--- config.mk ---
export PLATFORM = sky130hd
export DESIGN_NAME = mwo_ctrl
export DESIGN_NICKNAME = d
export VERILOG_FILES = /design/src/rtl/mwo_pkg.sv /design/src/rtl/mwo_ctrl.sv
export SDC_FILE = /design/constraint.sdc
export NUM_CORES = 1
export LEC_CHECK = 0
export BUFFER_PORTS_ARGS = -buffer_cell sky130_fd_sc_hd__buf_2
export CORE_AREA = 2 2 39 41
export DETAILED_ROUTE_END_ITERATION = 12
export DIE_AREA = 0 0 41 43
export PLACE_DENSITY = 0.7
export SYNTH_ARGS = -nofsm -noshare
export SYNTH_HDL_FRONTEND = slang
export SYNTH_SLANG_ARGS = --single-unit
--- constraint.sdc ---
create_clock -name clk_i -period 1.6 [get_ports clk_i]
set_input_delay 0.32 -clock clk_i [delete_from_list [all_inputs] [get_ports clk_i]]
set_output_delay 0.32 -clock clk_i [all_outputs]
set_load 0.05 [all_outputs]
--- src/rtl/mwo_pkg.sv ---
// mwo_pkg: shared types and constants of the mecanum wheel odometry block
// no dependencies
package mwo_pkg;

  localparam int TickW = 32;
  localparam int TimeW = 32;
  localparam int OutW  = 32;

  localparam int InDataW  = 4 * TickW + TimeW;
  localparam int OutDataW = TimeW + 3 * OutW;
  localparam int OutUserW = 2;

  localparam int CfgIdxW  = 3;
  localparam int CfgDataW = 22;

  localparam int RadiusW = 20;
  localparam int TprW    = 16;
  localparam int GearW   = 8;
  localparam int HalfW   = 22;

  localparam int SumW  = TickW + 3;     // signed wheel combination
  localparam int MagW  = TickW + 2;     // its magnitude
  localparam int GnW   = GearW + TprW + 1;
  localparam int LwW   = HalfW + 1;
  localparam int ProdW = 160;           // shift-add accumulator
  localparam int MplW  = 40;            // multiplier operand
  localparam int DenW  = 80;
  localparam int PW    = 128;           // radius times constant
  localparam int DivW  = 176;
  localparam int QW    = OutW + 1;
  localparam int DenShift = 60;
  localparam int CntW  = 6;

  localparam logic [3:0] CFG_RADIUS = 4'd0;
  localparam logic [3:0] CFG_TPR    = 4'd1;
  localparam logic [3:0] CFG_GEAR   = 4'd2;
  localparam logic [3:0] CFG_HLEN   = 4'd3;
  localparam logic [3:0] CFG_HWID   = 4'd4;

  localparam logic [63:0]      PI_Q60 = 64'h3243F6A8885A308D;
  localparam logic [ProdW-1:0] K_LIN  = ProdW'(PI_Q60) * ProdW'(1000000);
  localparam logic [ProdW-1:0] K_ANG  = ProdW'(PI_Q60) * ProdW'(64'd1000000000000);

  typedef enum logic [2:0] {
    MS_DEN, MS_RK1, MS_NX, MS_NY, MS_DENZ, MS_RK2, MS_NZ
  } mul_sel_e;

  typedef enum logic [1:0] {
    DS_X, DS_Y, DS_Z
  } div_sel_e;

  typedef struct packed {
    logic [RadiusW-1:0] radius;
    logic [TprW-1:0]    tpr;
    logic [GearW-1:0]   gear;
    logic [HalfW-1:0]   hlen;
    logic [HalfW-1:0]   hwid;
  } cfg_t;

  typedef struct packed {
    logic     mul_start;
    mul_sel_e mul_sel;
    logic     div_start;
    div_sel_e div_sel;
    logic     publish;
  } cmd_t;

  typedef struct packed {
    logic accept;
    logic mul_done;
    logic div_done;
    logic prime;
    logic dterr;
    logic lw_zero;
    logic out_free;
  } stat_t;

endpackage

--- src/rtl/mwo_ctrl.sv ---
// mwo_ctrl: sequencer for the odometry datapath
// depends on mwo_pkg
module mwo_ctrl (
  input  logic          clk_i,
  input  logic          rst_ni,
  input  mwo_pkg::stat_t stat_i,
  output mwo_pkg::cmd_t  cmd_o,
  output logic          in_ready_o
);
  import mwo_pkg::*;

  typedef enum logic [2:0] {
    ST_IDLE, ST_CHECK, ST_MUL, ST_DIV, ST_OUT
  } state_e;

  state_e state_q;
  cmd_t   cmd_q;

  assign cmd_o      = cmd_q;
  assign in_ready_o = (state_q == ST_IDLE);

  always_ff @(posedge clk_i or negedge rst_ni) begin
    if (!rst_ni) begin
      state_q <= ST_IDLE;
      cmd_q   <= '{mul_start: 1'b0, mul_sel: MS_DEN, div_start: 1'b0,
                   div_sel: DS_X, publish: 1'b0};
    end else begin
      cmd_q.mul_start <= 1'b0;
      cmd_q.div_start <= 1'b0;
      cmd_q.publish   <= 1'b0;
      case (state_q)
        ST_IDLE: begin
          if (stat_i.accept) state_q <= ST_CHECK;
        end
        ST_CHECK: begin
          if (stat_i.prime || stat_i.dterr) begin
            state_q <= ST_OUT;
          end else begin
            state_q         <= ST_MUL;
            cmd_q.mul_start <= 1'b1;
            cmd_q.mul_sel   <= MS_DEN;
          end
        end
        ST_MUL: begin
          if (stat_i.mul_done) begin
            case (cmd_q.mul_sel)
              MS_DEN:  begin cmd_q.mul_start <= 1'b1; cmd_q.mul_sel <= MS_RK1; end
              MS_RK1:  begin cmd_q.mul_start <= 1'b1; cmd_q.mul_sel <= MS_NX; end
              MS_DENZ: begin cmd_q.mul_start <= 1'b1; cmd_q.mul_sel <= MS_RK2; end
              MS_RK2:  begin cmd_q.mul_start <= 1'b1; cmd_q.mul_sel <= MS_NZ; end
              MS_NX: begin
                state_q <= ST_DIV; cmd_q.div_start <= 1'b1; cmd_q.div_sel <= DS_X;
              end
              MS_NY: begin
                state_q <= ST_DIV; cmd_q.div_start <= 1'b1; cmd_q.div_sel <= DS_Y;
              end
              default: begin
                state_q <= ST_DIV; cmd_q.div_start <= 1'b1; cmd_q.div_sel <= DS_Z;
              end
            endcase
          end
        end
        ST_DIV: begin
          if (stat_i.div_done) begin
            case (cmd_q.div_sel)
              DS_X: begin
                state_q <= ST_MUL; cmd_q.mul_start <= 1'b1; cmd_q.mul_sel <= MS_NY;
              end
              DS_Y: begin
                if (stat_i.lw_zero) begin
                  state_q <= ST_OUT;
                end else begin
                  state_q <= ST_MUL; cmd_q.mul_start <= 1'b1; cmd_q.mul_sel <= MS_DENZ;
                end
              end
              default: state_q <= ST_OUT;
            endcase
          end
        end
        ST_OUT: begin
          if (stat_i.out_free) begin
            cmd_q.publish <= 1'b1;
            state_q       <= ST_IDLE;
          end
        end
        default: state_q <= ST_IDLE;
      endcase
    end
  end

endmodule

==> summary.md <==
| Metric | Value |
|---|---|
| Hold Path End | `cmd_o[0]` |
| Fin cells | `95` |
| Mapped Cells | `55` |
| Final GP Congestion | `0.8301` |
| Post-Synth Adder-Cell Area | `0%` |
| Startpoint types | `flop` |
| Total number of vias | `~540` |
| R2R Setup Slk | `around 0.10 ns` |
| Final instance area | `754.5 µm²` |
| Syn-to-layout area delta | `29.68%` |
| Dominant cell type by area after synthesis | `dfrtp_1` |
| Critical Path End Type | `output pin` |
| Clk buf depth | `2` |
| CTS Buf Count | `3` |
| RR Endpoint | `cmd_o[5]` |
| Number of flops mapped to enable cells by yosys | `0` |
| CTS clock-pin slew for the worst setup and hold paths | `0.07 ns` |
| Number of global-route vias before repair | `465` |
| FF-to-FF path depth | `4` |
| Finish-stage setup viols | `0` |
| Worst vdd ir | `0.001153 V` |
| DR vias/cell | `5.632` |
| Clock network latency to the later pin of the worst-skew pair | `0.28 ns` |
| Synth area leaders | `dfrtp_1 (47%), a211o_1 (4.5%), mux2_1 (3.9%), a21oi_1 (3.4%), nor3b_4 (3.2%)` |
| Slowest-stage cell, CP | `dfrtp_2` |
| Residual DRC | `0` |
| WHS | `a little under 0.3 ns` |
| Largest net degree at the start of global routing | `15` |
| Clock skew | `~0.0055 ns` |
| Total power | `1.657 mW` |
| Starting Density | `42.04%` |
| First-pass detailed-route iteration total | `5` |
| Relative slew slack | `75.73%` |
| DR WL/cell | `between 10 and 15 µm` |
| Arrival @ worst endpoint | `1.21 ns` |
| CP Cell Sequence | `buf_4 -> nor3_2 -> buf_6` |
| Seq/Total Area, Yosys | `47.31%` |
| Final Hold Viols | `0` |
| Share of cells above drive strength 1 | `39.24%` |
| RSZ-0062 raised after global routing | `no` |
| Top_reg_cell synth | `dfrtp_1` |
| Top-count cell post-synth | `dfrtp_1` |
| CTS root buf | `clkbuf_4` |
| Synth top area share | `47.31%` |
| Final WS setup | `0.07207 ns` |
| Asr flop ratio synth | `100.0%` |
| Hold Path Class | `input pin to flop` |
| Fin crit share | `95.50%` |
| N_diodes | `0` |
| Post-synthesis xor/xnor area fraction | `0%` |
| Total Nets Final | `89` |
| Total Wirelength | `1268 µm` |
| Status | `completed` |
| Syn Nets | `64` |
| Setup TNS | `0 ns` |
| Slew Limit Fails | `0` |
| Crit path from | `state_q[1]` |
| Global-route wire length before repair | `1945 µm` |
| Worst setup path category | `flop to output pin` |
| DIE AREA | `0.001763 mm²` |
| Hpwl dp | `between 900 and 1000 µm` |
| Max-cap violation count | `0` |
| DIE HEIGHT | `43 µm` |
| H-tree levels | `1` |
| Yosys warnings | `0` |
| Multiplexer share of the synthesized area | `3.871%` |
| Hold Path Depth | `2` |
| Tmin final | `1.528 ns` |
| Die X | `around 40 µm` |
| Pwr dens | `2196 mW/mm²` |
| Global route overflow | `0` |
| Row cnt | `14` |
| Critical Path RT | `1.28 ns` |
| Synth unique cells | `30` |
| Core ar. | `0.001384 mm²` |
| Pre-CTS setup slack | `0.1959 ns` |
| Dominant combinational cell family by area after synthesis | `simple AND/OR/NAND/NOR gates` |
| Antenna Nets Post-Route | `0` |
| CTS tree | `done` |
| Drt first-iter violations | `8` |
| Min-delay src | `stat_i[0]` |
| Post-Place Cells | `between 80 and 90` |
| Initial antenna violation count | `0` |
| Synth Area per Inst | `10.58 µm²` |
| Compound-Gate Fraction of Synth Area | `between 10% and 20%` |
| Slowest stage delay, CP | `0.43 ns` |
| Post-DP Area | `694.4 µm²` |
| R2R Path Start | `state_q[1]` |
| Leak | `between 0.3 and 0.4 nW` |
| Util after Layout | `54.52%` |
| Fmax | `654.5 MHz` |
| Max Fanout on Critical Path | `5` |
| Yosys reg bits | `11` |
| I/O Buffers | `17` |
| Clk sinks | `11` |
| Worst Tran Pin Value | `approximately 0.36 ns` |
| All-Layer GR Usage | `16.63%` |
| # IOs | `18` |
| Post-synthesis simple-gate area fraction | `25.59%` |
| Netlist Area Pre-Place | `~580 µm²` |
| Top post-synthesis cells by count | `dfrtp_1 (11), a21oi_1 (4), nand2_1 (4), a211o_1 (3), nor3_1 (3)` |
==> area by class of cell <==
class | instances | area [µm²]
clock buffers | 4 | 26.28
flip-flops and latches | 11 | 277.8
multi-input cells | 40 | 287.8
inverters | 1 | 3.754
fillers | 140 | 629.4
well taps | 16 | 20.02
repair buffers | 23 | 138.9
==> placed cells by master (no fill, tap or decap), types with 2 or more instances in the layout <==
master and instances:
clkbuf_4 3, nor2_1 2, a21oi_1 4, buf_4 5, mux2_1 2, dfrtp_2 2, nor3_1 2, a211o_1 3
nand2_1 4, buf_2 16, dfrtp_1 9, a32oi_1 2, o21ai_0 2
==> worst max-delay path: cells and delay by family, from the launching register on <==
family	cells	cell delay (ns)
and+or+nand+nor	1	0.17
buffers and inverters	2	0.34
DFF	1	0.43
==> flip-flops by register name, indices dropped and copies added, names as in the netlist <==
register / count
state_q: 3
cmd_o: 8
==> report_power, final <==
part           internal (mW)  total, mW  switching, mW
clock                 0.0968      0.197          0.101
sequential             0.391      0.530          0.138
combinational          0.335      0.930          0.594
total                  0.824       1.66          0.833
==> worst max-delay path by stage <==
stage	slack [ns]	to	depth (start not counted)
6_report	0.07	in_ready_o	3
3_5_place_dp	0.20	cmd_o[5]	3
2_1_floorplan	0.01	in_ready_o	2
3_3_place_gp	0.23	cmd_o[5]	3
5_1_grt	0.03	in_ready_o	3
4_1_cts	0.002	in_ready_o	2
==> cell families (layout without fill, tap and decap cells) <==
family,count (synthesis),count (layout)
compound gates,16,16
buf+inv,4,28
flops,11,11
mux,2,2
simple gates,22,22
==> repair_timing <==
item | in CTS | in global routing
pin swaps | 0 | 0
endpoints found under the hold margin | 11 | 0
setup buffers | 0 | 2
resized for setup | 2 | 2
hold buffers | 1 | 0
setup endpoints to repair | 1 | 1
==> layer usage <==
| layer | global-route usage, % | vias up | part of all wire, % |
|---|---|---|---|
| li1 | - | 260 | - |
| met3 | 3.141 | 5 | 3.6 |
| met4 | 10.00 | 0 | 2.8 |
| met2 | 22.81 | 13 | 50 |
| met1 | 23.26 | 257 | 44 |
| met5 | 0 | - | 0 |
No activity file was read; power rests on OpenSTA's default activity.
