`src/rtl/mwo_pkg.sv`:
```
// mwo_pkg: shared types and constants of the mecanum wheel odometry block
// no dependencies
package mwo_pkg;

  localparam int TickW = 32;
  localparam int TimeW = 32;
  localparam int OutW  = 32;

  localparam int InDataW  = 4 * TickW + TimeW;
  localparam int OutDataW = TimeW + 3 * OutW;
  localparam int OutUserW = 2;

  localparam int CfgIdxW  = 3;
  localparam int CfgDataW = 22;

  localparam int RadiusW = 20;
  localparam int TprW    = 16;
  localparam int GearW   = 8;
  localparam int HalfW   = 22;

  localparam int SumW  = TickW + 3;     // signed wheel combination
  localparam int MagW  = TickW + 2;     // its magnitude
  localparam int GnW   = GearW + TprW + 1;
  localparam int LwW   = HalfW + 1;
  localparam int ProdW = 160;           // shift-add accumulator
  localparam int MplW  = 40;            // multiplier operand
  localparam int DenW  = 80;
  localparam int PW    = 128;           // radius times constant
  localparam int DivW  = 176;
  localparam int QW    = OutW + 1;
  localparam int DenShift = 60;
  localparam int CntW  = 6;

  localparam logic [3:0] CFG_RADIUS = 4'd0;
  localparam logic [3:0] CFG_TPR    = 4'd1;
  localparam logic [3:0] CFG_GEAR   = 4'd2;
  localparam logic [3:0] CFG_HLEN   = 4'd3;
  localparam logic [3:0] CFG_HWID   = 4'd4;

  localparam logic [63:0]      PI_Q60 = 64'h3243F6A8885A308D;
  localparam logic [ProdW-1:0] K_LIN  = ProdW'(PI_Q60) * ProdW'(1000000);
  localparam logic [ProdW-1:0] K_ANG  = ProdW'(PI_Q60) * ProdW'(64'd1000000000000);

  typedef enum logic [2:0] {
    MS_DEN, MS_RK1, MS_NX, MS_NY, MS_DENZ, MS_RK2, MS_NZ
  } mul_sel_e;

  typedef enum logic [1:0] {
    DS_X, DS_Y, DS_Z
  } div_sel_e;

  typedef struct packed {
    logic [RadiusW-1:0] radius;
    logic [TprW-1:0]    tpr;
    logic [GearW-1:0]   gear;
    logic [HalfW-1:0]   hlen;
    logic [HalfW-1:0]   hwid;
  } cfg_t;

  typedef struct packed {
    logic     mul_start;
    mul_sel_e mul_sel;
    logic     div_start;
    div_sel_e div_sel;
    logic     publish;
  } cmd_t;

  typedef struct packed {
    logic accept;
    logic mul_done;
    logic div_done;
    logic prime;
    logic dterr;
    logic lw_zero;
    logic out_free;
  } stat_t;

endpackage

```
`src/rtl/mwo_dp.sv`:
```
// mwo_dp: sample state, shift-add multiplier, restoring divider, result register
// depends on mwo_pkg
module mwo_dp (
  input  logic                          clk_i,
  input  logic                          rst_ni,
  input  mwo_pkg::cfg_t                 cfg_i,
  input  mwo_pkg::cmd_t                 cmd_i,
  input  logic                          load_i,
  input  logic [mwo_pkg::InDataW-1:0]   in_data_i,
  input  logic                          out_ready_i,
  output mwo_pkg::stat_t                stat_o,
  output logic                          out_valid_o,
  output logic [mwo_pkg::OutDataW-1:0]  out_data_o,
  output logic [mwo_pkg::OutUserW-1:0]  out_user_o
);
  import mwo_pkg::*;

  logic [TickW-1:0] prev_q [4];
  logic [TickW-1:0] cur    [4];
  logic signed [TickW-1:0] dlt [4];
  logic [TimeW-1:0] prev_stamp_q, stamp_q, dt_q, dt_d, now;
  logic             first_q, prime_q, dterr_q;
  logic signed [SumW-1:0] sx, sy, sz;
  logic [MagW-1:0]  magx_q, magy_q, magz_q;
  logic             negx_q, negy_q, negz_q;

  logic [ProdW-1:0] acc_q, mcand_q, mcand_d;
  logic [MplW-1:0]  mpl_q, mpl_d;
  logic             mbusy_q;
  mul_sel_e         msel_q;
  logic             mul_done;

  logic [DenW-1:0]  den_q;
  logic [PW-1:0]    p_q;
  logic [ProdW-1:0] num_q;

  logic [DivW-1:0]  rem_q, ds_q;
  logic [QW-1:0]    quot_q;
  logic [CntW-1:0]  cnt_q;
  logic             dbusy_q, dneg_q, div_done;
  div_sel_e         dsel_q;
  logic [OutW-1:0]  lim, mag, res;

  logic [OutW-1:0]  vx_q, vy_q, wz_q;
  logic             ovalid_q;

  logic [GearW-1:0] g;
  logic [TprW-1:0]  n;
  logic [GnW-1:0]   gn2;
  logic [LwW-1:0]   lw;

  assign g   = (cfg_i.gear == '0) ? GearW'(1) : cfg_i.gear;
  assign n   = (cfg_i.tpr == '0) ? TprW'(1) : cfg_i.tpr;
  assign gn2 = {GnW'(g) * GnW'(n)} << 1;
  assign lw  = LwW'(cfg_i.hlen) + LwW'(cfg_i.hwid);

  assign now  = in_data_i[4*TickW +: TimeW];
  assign dt_d = now - prev_stamp_q;

  always_comb begin
    for (int i = 0; i < 4; i++) begin
      cur[i] = in_data_i[i*TickW +: TickW];
      dlt[i] = $signed(cur[i] - prev_q[i]);
    end
    sx =  SumW'(dlt[0]) + SumW'(dlt[1]) + SumW'(dlt[2]) + SumW'(dlt[3]);
    sy = -SumW'(dlt[0]) + SumW'(dlt[1]) + SumW'(dlt[2]) - SumW'(dlt[3]);
    sz = -SumW'(dlt[0]) + SumW'(dlt[1]) - SumW'(dlt[2]) + SumW'(dlt[3]);
  end

  // sample state
  always_ff @(posedge clk_i or negedge rst_ni) begin
    if (!rst_ni) begin
      first_q      <= 1'b1;
      prime_q      <= 1'b0;
      dterr_q      <= 1'b0;
      prev_stamp_q <= '0;
      for (int i = 0; i < 4; i++) prev_q[i] <= '0;
    end else if (load_i) begin
      first_q      <= 1'b0;
      prime_q      <= first_q;
      dterr_q      <= !first_q && (dt_d == '0);
      prev_stamp_q <= now;
      for (int i = 0; i < 4; i++) prev_q[i] <= cur[i];
    end
  end

  always_ff @(posedge clk_i) begin
    if (load_i) begin
      stamp_q <= now;
      dt_q    <= dt_d;
      negx_q  <= sx[SumW-1];
      negy_q  <= sy[SumW-1];
      negz_q  <= sz[SumW-1];
      magx_q  <= sx[SumW-1] ? MagW'(-sx) : MagW'(sx);
      magy_q  <= sy[SumW-1] ? MagW'(-sy) : MagW'(sy);
      magz_q  <= sz[SumW-1] ? MagW'(-sz) : MagW'(sz);
    end
  end

  // shift-add multiplier
  always_comb begin
    case (cmd_i.mul_sel)
      MS_DEN:  begin mcand_d = ProdW'(gn2);   mpl_d = MplW'(dt_q); end
      MS_RK1:  begin mcand_d = K_LIN;         mpl_d = MplW'(cfg_i.radius); end
      MS_NX:   begin mcand_d = ProdW'(p_q);   mpl_d = MplW'(magx_q); end
      MS_NY:   begin mcand_d = ProdW'(p_q);   mpl_d = MplW'(magy_q); end
      MS_DENZ: begin mcand_d = ProdW'(den_q); mpl_d = MplW'(lw); end
      MS_RK2:  begin mcand_d = K_ANG;         mpl_d = MplW'(cfg_i.radius); end
      default: begin mcand_d = ProdW'(p_q);   mpl_d = MplW'(magz_q); end
    endcase
  end

  assign mul_done = mbusy_q && (mpl_q == '0);

  always_ff @(posedge clk_i or negedge rst_ni) begin
    if (!rst_ni) begin
      mbusy_q <= 1'b0;
    end else if (cmd_i.mul_start) begin
      mbusy_q <= 1'b1;
    end else if (mul_done) begin
      mbusy_q <= 1'b0;
    end
  end

  always_ff @(posedge clk_i) begin
    if (cmd_i.mul_start) begin
      acc_q   <= '0;
      mcand_q <= mcand_d;
      mpl_q   <= mpl_d;
      msel_q  <= cmd_i.mul_sel;
    end else if (mbusy_q && !mul_done) begin
      if (mpl_q[0]) acc_q <= acc_q + mcand_q;
      mcand_q <= mcand_q << 1;
      mpl_q   <= mpl_q >> 1;
    end
    if (mul_done) begin
      case (msel_q)
        MS_DEN, MS_DENZ: den_q <= acc_q[DenW-1:0];
        MS_RK1, MS_RK2:  p_q   <= acc_q[PW-1:0];
        default:         num_q <= acc_q;
      endcase
    end
  end

  // restoring divider, rounded: floor((2num + den) / (2den)), den scaled by 2^60
  assign div_done = dbusy_q && (cnt_q == '0);
  assign lim      = dneg_q ? 32'h8000_0000 : 32'h7FFF_FFFF;
  assign mag      = (quot_q[QW-1] || (quot_q[OutW-1:0] > lim)) ? lim : quot_q[OutW-1:0];
  assign res      = dneg_q ? (-mag) : mag;

  always_ff @(posedge clk_i or negedge rst_ni) begin
    if (!rst_ni) begin
      dbusy_q <= 1'b0;
    end else if (cmd_i.div_start) begin
      dbusy_q <= 1'b1;
    end else if (div_done) begin
      dbusy_q <= 1'b0;
    end
  end

  always_ff @(posedge clk_i) begin
    if (cmd_i.div_start) begin
      rem_q  <= (DivW'(num_q) << 1) + (DivW'(den_q) << DenShift);
      ds_q   <= DivW'(den_q) << (DenShift + 1 + QW - 1);
      quot_q <= '0;
      cnt_q  <= CntW'(QW);
      dsel_q <= cmd_i.div_sel;
      case (cmd_i.div_sel)
        DS_X:    dneg_q <= negx_q;
        DS_Y:    dneg_q <= negy_q;
        default: dneg_q <= negz_q;
      endcase
    end else if (dbusy_q && !div_done) begin
      if (rem_q >= ds_q) begin
        rem_q  <= rem_q - ds_q;
        quot_q <= {quot_q[QW-2:0], 1'b1};
      end else begin
        quot_q <= {quot_q[QW-2:0], 1'b0};
      end
      ds_q  <= ds_q >> 1;
      cnt_q <= cnt_q - 1'b1;
    end
  end

  always_ff @(posedge clk_i) begin
    if (load_i) begin
      vx_q <= '0;
      vy_q <= '0;
      wz_q <= '0;
    end else if (div_done) begin
      case (dsel_q)
        DS_X:    vx_q <= res;
        DS_Y:    vy_q <= res;
        default: wz_q <= res;
      endcase
    end
  end

  // result register
  always_ff @(posedge clk_i or negedge rst_ni) begin
    if (!rst_ni) begin
      ovalid_q <= 1'b0;
    end else if (cmd_i.publish) begin
      ovalid_q <= 1'b1;
    end else if (out_ready_i) begin
      ovalid_q <= 1'b0;
    end
  end

  always_ff @(posedge clk_i) begin
    if (cmd_i.publish) begin
      out_data_o <= {wz_q, vy_q, vx_q, stamp_q};
      out_user_o <= {dterr_q, prime_q};
    end
  end

  assign out_valid_o = ovalid_q;

  assign stat_o = '{accept: load_i, mul_done: mul_done, div_done: div_done,
                    prime: prime_q, dterr: dterr_q, lw_zero: (lw == '0),
                    out_free: (!ovalid_q || out_ready_i)};

endmodule

```
`config.mk`:
```
export PLATFORM = sky130hd
export DESIGN_NAME = mwo_dp
export DESIGN_NICKNAME = d
export VERILOG_FILES = /design/src/rtl/mwo_pkg.sv /design/src/rtl/mwo_dp.sv
export SDC_FILE = /design/constraint.sdc
export NUM_CORES = 2
export LEC_CHECK = 0
export BUFFER_PORTS_ARGS = -buffer_cell sky130_fd_sc_hd__buf_2
export CORE_ASPECT_RATIO = 0.8
export CORE_MARGIN = 3
export CORE_UTILIZATION = 65
export CTS_BUF_LIST = sky130_fd_sc_hd__clkbuf_4 sky130_fd_sc_hd__clkbuf_8
export CTS_CLUSTER_SIZE = 28
export DETAILED_ROUTE_END_ITERATION = 12
export PLACE_DENSITY = 0.81
export SLEW_MARGIN = 20
export SYNTH_ARGS = -nofsm -noshare
export SYNTH_HDL_FRONTEND = slang
export SYNTH_SLANG_ARGS = --single-unit
export TNS_END_PERCENT = 100
```
`constraint.sdc`:
```
create_clock -name clk_i -period 9.8 [get_ports clk_i]
set_clock_uncertainty 0.1 [all_clocks]
set_input_delay 0.98 -clock clk_i [delete_from_list [all_inputs] [get_ports clk_i]]
set_output_delay 0.98 -clock clk_i [all_outputs]
set_load 0.03 [all_outputs]
```
==> flow_summary.yaml <==
critical_path:
  path_max_fanout: 16
  slowest_delay_ns: 0.48
  cp_data_required_time_ns: 10.43
  cp_slowest_cell: "fa_1"
  endpoint_kind: "flop"
  worst-setup-path-type: "flop to flop"
  start_kind: "flop"
  worstPathArrival_ns: 9.94
synth:
  synth_nets: 13500
  synth_edf_count: 1122
  ys.flop_type: "edfxtp_1"
  yosys.area.top_type: "edfxtp_1"
  synth_seq_cells: 1676
  syn_area_um2: 112000
  synth-async-reset-ratio_pct: 9.90
  yosys.area.top_type_share_pct: 30.1
  synth.distinct_cells: 108
  avgSynthCellArea_um2: 9.19
  syn-instance-count: 12200
  ys_seq_area_share_pct: 40.8
  ys_warn_count: 0
  synth_area_leaders: "edfxtp_1 (30%), ha_1 (9.0%), dfxtp_1 (6.9%)"
floorplan:
  rows: 135
  fp.dieH_um: 377
  die_w_um: 470
  start_util_pct: 65.7
  io_pins: 398
  core-area_um2: 170000
  die_area_um2: 177000
job:
  maxCapViolCount: 0
global_route:
  grt_pass1_vias: 91200
  grt_pass1_wl_um: 529000
  grtUsageTotal_pct: 38.1
  grt_overflow: 0
  antenna_found_initial: 23
  grt_max_degree: 179
timing:
  slew_viol_final: 0
  finalCriticalPeriod_ns: 9.31
  finalSetupTns_ns: 0
  setup_slack_ns: 0.490
  hold_viol: 0
  fmax_ghz: 0.107
  finalSetupViolCount: 0
  fin_crit_sh_pct: 95.0
  relSlewSlack_pct: 23.5
  tightest_slew_ns: 1.12
power_and_ir_drop:
  p_leak_nw: 51.3
  power_density_nw_per_um2: 407
  peakVddDrop_v: 0.000667
clocking:
  htree_levels: 5
  clk_pin_slew_ns: 0.07
  clk_latency_ns: 1.04
  max-clock-path-buffers: 4
  cts_tree: "yes"
  numCtsBuffers: 291
  clkSinkCount: 1676
  cts_root_buf: "clkbuf_8"
final_layout:
  fin_nets: 13700
  fillers: 12800
  final_cells: 14900
  layout-drive-gt1-share_pct: 9.49
  fin_area_um2: 122000
  area_growth_pct: 9.14
  final_common_cell: "nand2_1"
  layout_common_cells: "nand2_1 (1,512), a21oi_1 (1,304), edfxtp_1 (1,122)"
place:
  dp.cells: 14400
  pre_cts_ws_ns: -0.504
  gp_congestion: 1.02
  dp_hpwl_um: 261000
  io_buffers: 397
  placed_area_um2: 116000
routing:
  drc: 0
  dr.pass1.iters: 7
  viasPerCell: 6.44
  drtAntennaViolNets: 0
  num_vias: 96200
  wl_per_cell_um: 23.2
  drt_iter0_drc: 12500
  wl_um: 347000
outcome:
  outcome: "completed"
hold_path:
  hp-class: "primary input to flop"
==> final timing paths <==
check | from | endpoint | slack [ns] | cells after the start
worst max-delay path | prev_q[96] | magy_q[11] | 0.49 | 41
worst min-delay path | cmd_i[1] | dsel_q[0] | 0.08 | 1
worst max register to register | prev_q[96] | magy_q[11] | 0.49 | 41
worst min register to register | stamp_q[23] | out_data_o[23] | 0.31 | 0
max in group asynchronous | rst_ni | prev_q[47] | 7.96 | 3
min in group asynchronous | rst_ni | prev_q[107] | 0.36 | 2
==> worst max-delay path: cells and delay by family, from the launching register on <==
kind            cells  cell delay, ns
compound gates     14            2.93
xor+xnor            5            0.95
fa+ha+maj           8            2.89
buf+inv             6            0.77
flops               1            0.35
simple gates        8            1.00
==> report_power, final <==
part | leakage [nW] | internal, mW | switching (mW)
clock network | 3.20 | 3.86 | 2.99
logic | 31.6 | 12.6 | 19.2
registers | 16.5 | 10.4 | 0.774
==> state kept, by name, indices dropped and copies added (netlist names), 2 cells and up <==
name	cells
vy_q	32
ds_q	173
msel_q	2
prev_q	128
cnt_q	6
rem_q	176
out_user_o	2
stamp_q	32
magz_q	34
p_q	128
quot_q	33
magy_q	34
mpl_q	34
mcand_q	160
magx_q	34
vx_q	32
dsel_q	2
acc_q	160
num_q	160
prev_stamp_q	32
out_data_o	128
den_q	80
wz_q	32
dt_q	32
==> metrics by stage <==
stage	total power [mW]	hold WS, ns	utilization (%)
3_5_place_dp	41.8	0.305	68.1
2_1_floorplan	33.3	0.300	-
6_report	49.8	0.0839	71.7
4_1_cts	48.8	0.00972	71.7
5_1_grt	52.9	0.0133	71.7
3_3_place_gp	40.6	0.301	68.1
==> kinds of logic after synthesis <==
group,after synthesis,share of synthesized area [%]
AO/OA/AOI/OAI,3625,19.9
AND/OR/NAND/NOR,3527,14.4
flip-flops,1676,40.8
buffers and inverters,1442,4.89
adder cells (fa/ha/maj),1034,13.1
XOR/XNOR,818,6.43
multiplexers,63,0.605
==> timing repair <==
| item | 4_1_cts | 5_1_grt |
|---|---|---|
| hold endpoints to repair | 39 | 0 |
| setup buffers | 0 | 1 |
| resized for setup | 0 | 5 |
| endpoints found under the setup margin | 0 | 63 |
| hold buffers | 4 | 0 |
==> cell type report <==
class                   instances  area (um2)  share of cell area (%)
multi-input cells            9067       61000                    49.9
flip-flops and latches       1676       45600                    37.3
well taps                    2260        2830                    2.31
inverters                     844        3170                    2.60
clock inverters                79         769                   0.630
clock buffers                 427        5300                    4.33
repair buffers                577        3470                    2.84
diodes                         15        37.5                  0.0307
==> metal layers <==
layer | up-vias | track usage [%] | share of wire [%]
met3 | 773 | 8.25 | 12
li1 | 44000 | - | -
met1 | 45900 | 54.6 | 41
met5 | - | 0 | 0.026
met4 | 14 | 15.3 | 4.4
met2 | 5559 | 56.3 | 42
==> cells in the mapped netlist (all sizes together) (53+ instances only) <==
cell / count
nand2: 1516
a21oi: 1308
edfxtp: 1122
o21ai: 864
inv: 841
nor2: 807
ha: 803
clkbuf: 541
xnor2: 527
a21o: 437
dfxtp: 388
xor2: 291
nand4: 236
fa: 227
nor3: 177
dfrtp: 165
o21bai: 150
o31ai: 140
nor2b: 135
nand3: 130
nand2b: 114
o21a: 98
and2: 89
a211oi: 88
a31oi: 70
or3: 67
nor4: 62
buf: 57
a22o: 53
No activity file was read; power rests on OpenSTA's default activity.
